`src/rtl/run_queue_with_next_slot_core_macros.svh`:
```
// Assertion macros for the run queue core.
// Used by files that assert; they expect clk and rst_n in scope.
`ifndef RUN_QUEUE_WITH_NEXT_SLOT_CORE_MACROS_SVH
`define RUN_QUEUE_WITH_NEXT_SLOT_CORE_MACROS_SVH

// Same-cycle implication, checked outside reset.
`define RQNS_ASSERT_NOW(lbl, ante, cons, msg) \
  lbl: assert property (@(posedge clk) disable iff (!rst_n) (ante) |-> (cons)) \
    else $error(msg);

// Next-cycle implication, checked outside reset.
`define RQNS_ASSERT_NEXT(lbl, ante, cons, msg) \
  lbl: assert property (@(posedge clk) disable iff (!rst_n) (ante) |=> (cons)) \
    else $error(msg);

`endif

```
`src/rtl/rqns_pkg.sv`:
```
// Shared types and codes for the run queue core.
// No dependencies.
package rqns_pkg;

  localparam int TASK_W = 16;

  localparam logic KIND_PUT = 1'b0;
  localparam logic KIND_GET = 1'b1;

  typedef logic [TASK_W-1:0] task_t;

  typedef struct packed {
    logic  kind;
    task_t task_id;
    logic  to_front;
  } in_item_t;

  typedef struct packed {
    logic  task_valid;
    task_t out_task;
    logic  inherit_time;
    logic  overflow;
  } out_item_t;

endpackage

```
`src/rtl/rqns_ring_ram.sv`:
```
// Ring storage: one write port, one read port, registered read data.
// Depends on rqns_pkg for the task type.
module rqns_ring_ram
  import rqns_pkg::*;
#(
  parameter int DEPTH = 256,
  parameter int AW    = 8
) (
  input  logic          clk,
  input  logic          wr_en,
  input  logic [AW-1:0] wr_addr,
  input  task_t         wr_data,
  input  logic          rd_en,
  input  logic [AW-1:0] rd_addr,
  output task_t         rd_data
);

  task_t mem_r [DEPTH];
  task_t rd_data_r;

  always_ff @(posedge clk) begin
    if (wr_en) begin
      mem_r[wr_addr] <= wr_data;
    end
    if (rd_en) begin
      rd_data_r <= mem_r[rd_addr];
    end
  end

  assign rd_data = rd_data_r;

endmodule

```
`src/rtl/rqns_ring_ptr.sv`:
```
// Ring pointer: index modulo the depth plus a phase bit that flips on wrap.
// No package dependency.
module rqns_ring_ptr #(
  parameter int DEPTH = 256,
  parameter int AW    = 8
) (
  input  logic          clk,
  input  logic          rst_n,
  input  logic          inc,
  output logic [AW-1:0] idx,
  output logic          phase
);

  localparam logic [AW-1:0] LAST = AW'(DEPTH - 1);

  logic [AW-1:0] idx_r, idx_nxt;
  logic          phase_r, phase_nxt;

  always_comb begin
    idx_nxt   = idx_r;
    phase_nxt = phase_r;
    if (inc) begin
      if (idx_r == LAST) begin
        idx_nxt   = '0;
        phase_nxt = ~phase_r;
      end else begin
        idx_nxt = idx_r + AW'(1);
      end
    end
  end

  always_ff @(posedge clk) begin
    if (!rst_n) begin
      idx_r   <= '0;
      phase_r <= 1'b0;
    end else begin
      idx_r   <= idx_nxt;
      phase_r <= phase_nxt;
    end
  end

  assign idx   = idx_r;
  assign phase = phase_r;

endmodule

```
`src/rtl/run_queue_with_next_slot_core.sv`:
```
// Run queue core: a ring FIFO of task handles plus one priority next slot.
// Depends on rqns_pkg, rqns_ring_ptr, rqns_ring_ram and the assertion macros.
//
// Usage:
//   in_*  : one transfer per operation. kind selects put or get; on a put,
//           to_front places the task in the next slot and pushes any task
//           already there to the ring tail.
//   out_* : exactly one result transfer per operation, in operation order.
//           A get returns the next-slot task first (inherit_time set), else
//           the oldest ring entry, else task_valid low. A put that meets a
//           full ring hands the refused task back with overflow set.
// Result path:
//   Puts, next-slot gets and empty gets: the result is registered directly
//   from the input transfer; one operation per cycle is sustained while out_ready drains it.
//   Gets served from the ring: the ring memory registers the read data,
//   which then loads the output register; in_ready drops while that read is pending.
// Reset: rst_n (synchronous) empties the next slot and the ring. Ring
//   memory is not cleared; entries are only read after being written.
// Stall: a held result keeps out_data steady; a new operation is taken only
//   in a cycle the output register is empty or being drained and no ring read is pending.
module run_queue_with_next_slot_core
  import rqns_pkg::*;
#(
  parameter int QUEUE_DEPTH = 256
) (
  input  logic      clk,
  input  logic      rst_n,
  input  logic      in_valid,
  output logic      in_ready,
  input  in_item_t  in_data,
  output logic      out_valid,
  input  logic      out_ready,
  output out_item_t out_data
);

`include "run_queue_with_next_slot_core_macros.svh"

  localparam int AW = (QUEUE_DEPTH > 1) ? $clog2(QUEUE_DEPTH) : 1;

  // Next slot
  logic  next_valid_r, next_valid_nxt;
  task_t next_task_r, next_task_nxt;

  // Output register and pending ring read
  logic      out_valid_r, out_valid_nxt;
  out_item_t out_data_r, out_data_nxt;
  logic      pend_r;

  // Ring pointers and memory
  logic [AW-1:0] head_idx, tail_idx;
  logic          head_ph, tail_ph;
  logic          ring_empty, ring_full;
  logic          wr_en, rd_en;
  task_t         push_task, rd_data;
  logic          need_push;

  logic      acc;
  out_item_t res;

  assign in_ready = !pend_r && (!out_valid_r || out_ready);
  assign acc      = in_valid && in_ready;

  // Equal indices: phases equal means empty, phases differ means full.
  assign ring_empty = (head_idx == tail_idx) && (head_ph == tail_ph);
  assign ring_full  = (head_idx == tail_idx) && (head_ph != tail_ph);

  rqns_ring_ptr #(.DEPTH(QUEUE_DEPTH), .AW(AW)) u_head (
    .clk   (clk),
    .rst_n (rst_n),
    .inc   (rd_en),
    .idx   (head_idx),
    .phase (head_ph)
  );

  rqns_ring_ptr #(.DEPTH(QUEUE_DEPTH), .AW(AW)) u_tail (
    .clk   (clk),
    .rst_n (rst_n),
    .inc   (wr_en),
    .idx   (tail_idx),
    .phase (tail_ph)
  );

  rqns_ring_ram #(.DEPTH(QUEUE_DEPTH), .AW(AW)) u_ram (
    .clk     (clk),
    .wr_en   (wr_en),
    .wr_addr (tail_idx),
    .wr_data (push_task),
    .rd_en   (rd_en),
    .rd_addr (head_idx),
    .rd_data (rd_data)
  );

  // Decode the accepted operation against the next slot and ring state.
  always_comb begin
    next_valid_nxt = next_valid_r;
    next_task_nxt  = next_task_r;
    push_task      = in_data.task_id;
    need_push      = 1'b0;
    wr_en          = 1'b0;
    rd_en          = 1'b0;
    res            = '0;
    if (acc) begin
      if (in_data.kind == KIND_PUT) begin
        if (in_data.to_front) begin
          // Displace the current next task, if any, towards the ring tail.
          need_push      = next_valid_r;
          push_task      = next_task_r;
          next_task_nxt  = in_data.task_id;
          next_valid_nxt = 1'b1;
        end else begin
          need_push = 1'b1;
        end
        if (need_push) begin
          if (ring_full) begin
            // Hand the task back; leave the ring untouched.
            res.task_valid = 1'b1;
            res.out_task   = push_task;
            res.overflow   = 1'b1;
          end else begin
            wr_en = 1'b1;
          end
        end
      end else begin
        if (next_valid_r) begin
          res.task_valid   = 1'b1;
          res.out_task     = next_task_r;
          res.inherit_time = 1'b1;
          next_valid_nxt   = 1'b0;
          next_task_nxt    = '0;
        end else if (!ring_empty) begin
          // Read the oldest entry; the read data is registered in the ring memory.
          rd_en = 1'b1;
        end
      end
    end
  end

  // Load the output register from the decode or from the ring read.
  always_comb begin
    out_valid_nxt = out_valid_r && !out_ready;
    out_data_nxt  = out_data_r;
    if (acc && !rd_en) begin
      out_valid_nxt = 1'b1;
      out_data_nxt  = res;
    end else if (pend_r) begin
      out_valid_nxt             = 1'b1;
      out_data_nxt              = '0;
      out_data_nxt.task_valid   = 1'b1;
      out_data_nxt.out_task     = rd_data;
    end
  end

  always_ff @(posedge clk) begin
    if (!rst_n) begin
      next_valid_r <= 1'b0;
      next_task_r  <= '0;
      out_valid_r  <= 1'b0;
      pend_r       <= 1'b0;
    end else begin
      next_valid_r <= next_valid_nxt;
      next_task_r  <= next_task_nxt;
      out_valid_r  <= out_valid_nxt;
      pend_r       <= rd_en;
    end
  end

  // Hold payload without reset.
  always_ff @(posedge clk) begin
    out_data_r <= out_data_nxt;
  end

  assign out_valid = out_valid_r;
  assign out_data  = out_data_r;

  `RQNS_ASSERT_NOW(a_pend_out_free, pend_r, !out_valid_r, "ring read landed on a full output register")
  `RQNS_ASSERT_NEXT(a_read_pends, rd_en, pend_r, "ring read not followed by pending state")
  `RQNS_ASSERT_NEXT(a_pend_loads, pend_r, out_valid_r && out_data_r.task_valid, "pending ring read produced no result")
  `RQNS_ASSERT_NEXT(a_ovf_no_write, acc && res.overflow, $stable(tail_idx) && $stable(tail_ph), "overflowing put moved the tail")
  `RQNS_ASSERT_NOW(a_no_read_empty, rd_en, !ring_empty && !next_valid_r, "ring read issued while empty or next slot held")

endmodule
```
`config.mk`:
```
export PLATFORM = sky130hd
export DESIGN_NAME = run_queue_with_next_slot_core
export DESIGN_NICKNAME = d
export VERILOG_FILES = /design/src/rtl/rqns_pkg.sv /design/src/rtl/rqns_ring_ram.sv /design/src/rtl/rqns_ring_ptr.sv /design/src/rtl/run_queue_with_next_slot_core.sv
export VERILOG_INCLUDE_DIRS = /design/src /design/src/rtl
export SDC_FILE = /design/constraint.sdc
export NUM_CORES = 2
export LEC_CHECK = 0
export BUFFER_PORTS_ARGS = -buffer_cell sky130_fd_sc_hd__buf_2
export CAP_MARGIN = 20
export CORE_MARGIN = 1
export CORE_UTILIZATION = 52
export CTS_BUF_LIST = sky130_fd_sc_hd__clkbuf_8 sky130_fd_sc_hd__clkbuf_16
export CTS_CLUSTER_DIAMETER = 40
export DETAILED_ROUTE_END_ITERATION = 10
export GPL_TIMING_DRIVEN = 0
export PLACE_DENSITY = 0.74
export SYNTH_ARGS = -nofsm -noshare
export SYNTH_HDL_FRONTEND = slang
export SYNTH_HIERARCHICAL = 1
export SYNTH_SLANG_ARGS = --single-unit
```
`constraint.sdc`:
```
create_clock -name clk -period 13.45 [get_ports clk]
set_clock_uncertainty 0.05 [all_clocks]
set_input_delay 2.0175 -clock clk [delete_from_list [all_inputs] [get_ports clk]]
set_output_delay 2.0175 -clock clk [all_outputs]
set_load 0.005 [all_outputs]
```
==> metrics <==
DRT Wirelength=~500000 um; outcome=finished, final reports clean; critical path required time=14.06 ns; sequential area share after synthesis=0.771; commonest cells in the synthesized netlist=4131 x edfxtp_1, 797 x mux4_2, 583 x mux2i_1; H-tree Lvls=5; top post-synthesis cells by area=edfxtp_1 77%, mux4_2 11%, mux2i_1 3.6%, o221ai_1 1.4%, nor2_1 0.77%; largest net degree at the start of global routing=between 100 and 150; Layout area overhead=17.8%; Port Buffers=41; count of final setup violators=0; CTS Buf Count=around 470; Slew headroom=0.0615; # rows=204; crit start category=primary input; clk_lat worst skew=~0.99 ns; Clock Power Share=0.451; CTS-repair resized insts=0; top-count cell post-synth=edfxtp_1; Fin Hold WS=around 0.42 ns; Cell Area, Synth=between 0.15 and 0.2 sq mm; Max Buffers Root-to-Sink=4; r2r setup slk=7.30 ns; critical path's largest stage delay=approximately 0.73 ns; worst r2r src=u_head/idx[2]; die extent in x=between 500 and 600 um; DRT Pass-1 Iters=6; mux share of post-synthesis cell area=0.154; NumNets Final=between 8000 and 9000; share of the synthesized area in the top cell type=0.766; critical-path cell list=buf_2 > nor2b_1 > nand3b_1 > or3_1 > a31oi_1 > clkbuf_1 > clkbuf_1 > nand3_1 > clkbuf_2 > buf_12 > nor2_1 > buf_4; Hold EP=next_task_r[11]; Initial Utilization=0.523; Sequential Area=0.125 sq mm; io pins=43; WL/cell=38.7 um; part of the cycle the worst path needs=0.480; Final TNS setup=0 ns; Total GRT Usage=0.321; Pint=around 22000 uW; main combinational cell family by area after synthesis=multiplexers; Worst EP arrival=7.06 ns; Highest Clock Rate=around 160 MHz; Gate Count Post-Synth=roughly 7700; area leader, netlist=edfxtp_1; CP max-delay cell=nor2_1; CTS root buffer=clkbuf_16; count of cell types in the netlist=64; Seq pwr share=0.509; Finished Layout Cells=roughly 13000; XOR/XNOR Fraction of Synth Area=0.000974; Slew @ Worst Pin=approximately 1.4 ns; CTS sink cnt=approximately 4200; # DRC=0; first-pass GRT wire length=between 600000 and 700000 um; Compound-Gate Fraction of Synth Area=0.0372; vias in the first global route=~87000; area of the multi-input gates=~0.035 sq mm; R2R depth=11; Top FF cell, synth=edfxtp_1; CP Class=in2reg; min cycle time layout=between 6 and 7 ns; peak supply drop=roughly 0.13 mV; Pleak=around 0.058 uW; core region area=0.309 sq mm; syn_nets=slightly below 8000; Die H=~560 um; Final Hold Viols=0; max-cap viol count=0; RePlAce Congestion=1.02; initial antenna violation count=30; postcts setup bufs=0; RSZ-0062 raised after global routing=false; Die ar.=~0.31 sq mm; R2R Path End=u_ram/rd_data[11]; clock-pin slew on the worst setup and hold paths=approximately 0.060 ns; Adder-Cell Fraction of Synth Area=0.000155; Placed Cells=about 12000; syn avg cell area=21.1 sq um; post-synthesis simple-gate area fraction=0.0194; Logic pwr share=0.040; routed vias=between 90000 and 100k; CTS tree=done; switch share=0.214; Worst setup EP type=flip-flop; CP Max Fanout=10; Most Frequent Cell on Critical Path=clkbuf_1; synth warn=6; #FFs+latches synth=~4200; post-route ant nets=0; cts hold-fix bufs=0; Cell Pwr Density=about 150 mW/mm^2; vias per cell=6.87; share of cells above drive strength 1=0.285; max-slew violations=0; Psw=around 6100 uW; Async SR Flop Fraction=0; HP Class=reg2reg; DR iter-0 viols=roughly 17000; Hold Crit Depth=2; hold path start=next_task_r[11]; DPL Wire Length=349000 um; Post-synth EDFFs=just over 4000; grt ovf=0; fillcell total=roughly 20000
critical path: cells and delay by family:
kind	cells	cell delay [ns]
and+or+nand+nor	5	2.30
buffers and inverters	6	2.06
AOI/OAI and AO/OA	1	0.65
metal layers:
metal  wire length, um  GRT usage  part of all wire
met5               125          0           0.00025
met4             31900      0.169             0.063
met3             80500      0.112              0.16
met2            222000      0.467              0.44
met1            173000      0.427              0.34
metrics by stage:
| step | total power [uW] | setup slack, ns | cell area [sq um] | util |
|---|---|---|---|---|
| 6_report | 28500 | 7.00 | 191000 | 0.616 |
| 5_1_grt | 29000 | 6.93 | 191000 | 0.616 |
| 4_1_cts | 28400 | 7.30 | 190000 | 0.616 |
| 3_5_place_dp | 15900 | 6.33 | 175000 | 0.565 |
| 3_3_place_gp | 16000 | -9.25 | 167000 | 0.541 |
| 2_1_floorplan | 15400 | 2.03 | 162000 | - |
kinds of logic (layout without fill, tap and decap cells):
kind of cell | count (synthesis) | in the layout
other | 0 | 14
adders and majority gates | 2 | 2
DFF | 4168 | 4168
buffers and inverters | 478 | 1769
xor gates and xnor gates | 18 | 18
and+or+nand+nor | 680 | 680
muxes | 1485 | 1485
AOI/OAI and AO/OA | 860 | 860
worst max-delay path by stage:
stage / to / from
after floorplan: u_ram/mem_r[0][0] / out_ready
after global placement: u_ram/mem_r[110][9] / out_ready
after detailed placement: u_ram/mem_r[54][7] / out_ready
after CTS: u_ram/mem_r[134][8] / out_ready
after global routing: u_ram/mem_r[118][6] / out_ready
final: u_ram/mem_r[74][8] / out_ready
power by group through the flow:
stage	combinational, uW	clock [uW]	sequential (uW)
finish	1150	12800	14500
global route	1170	13400	14500
CTS	1120	12900	14500
detailed placement	1110	0	14800
global placement	855	0	15100
floorplan	489	0	14900
area by class of cell:
cell class              count  area share
flip-flops and latches   4168       0.654
multi-input cells        3045       0.184
clock buffers             476      0.0622
repair buffers            436      0.0371
well taps                4120      0.0270
clock inverters           379      0.0200
plain buffers             468      0.0146
inverters                  10    0.000197
diodes                     14    0.000184
cell usage in the layout (no fill, tap or decap), types with 20 or more instances in the layout:
cell type | Yosys | routed
clkinv_1 | 1 | 74
buf_2 | 77 | 128
clkinv_4 | 0 | 22
buf_8 | 12 | 189
clkbuf_16 | 0 | 471
buf_1 | 28 | 27
buf_6 | 77 | 97
nor2_2 | 0 | 233
nand2_1 | 80 | 80
nor3_1 | 95 | 94
a21oi_1 | 215 | 200
buf_12 | 5 | 106
o32ai_1 | 20 | 20
nand3_1 | 39 | 39
a22o_1 | 32 | 32
mux4_2 | 797 | 797
dfxtp_1 | 37 | 37
o22ai_1 | 148 | 148
clkbuf_1 | 241 | 224
nor2_1 | 334 | 101
clkinvlp_4 | 0 | 43
bufinv_16 | 0 | 56
o21ai_0 | 60 | 60
mux2i_1 | 583 | 583
a221oi_1 | 28 | 28
mux2_2 | 97 | 96
buf_4 | 28 | 50
a22oi_1 | 43 | 43
inv_6 | 0 | 44
nand4_1 | 32 | 32
buf_16 | 0 | 63
clkinv_2 | 0 | 68
o221ai_1 | 252 | 252
edfxtp_1 | 4131 | 4131
inv_1 | 8 | 58
sequential cells by signal, summed over array words and instances, names as in the netlist:
name / cells
next_task_r: 16
out_valid: 1
u_ram/rd_data: 16
u_head/idx: 8
pend_r: 1
u_tail/idx: 8
u_head/phase: 1
u_ram/mem_r: 4096
next_valid_r: 1
u_tail/phase: 1
out_data: 19
No activity file was read; power rests on OpenSTA's default activity.
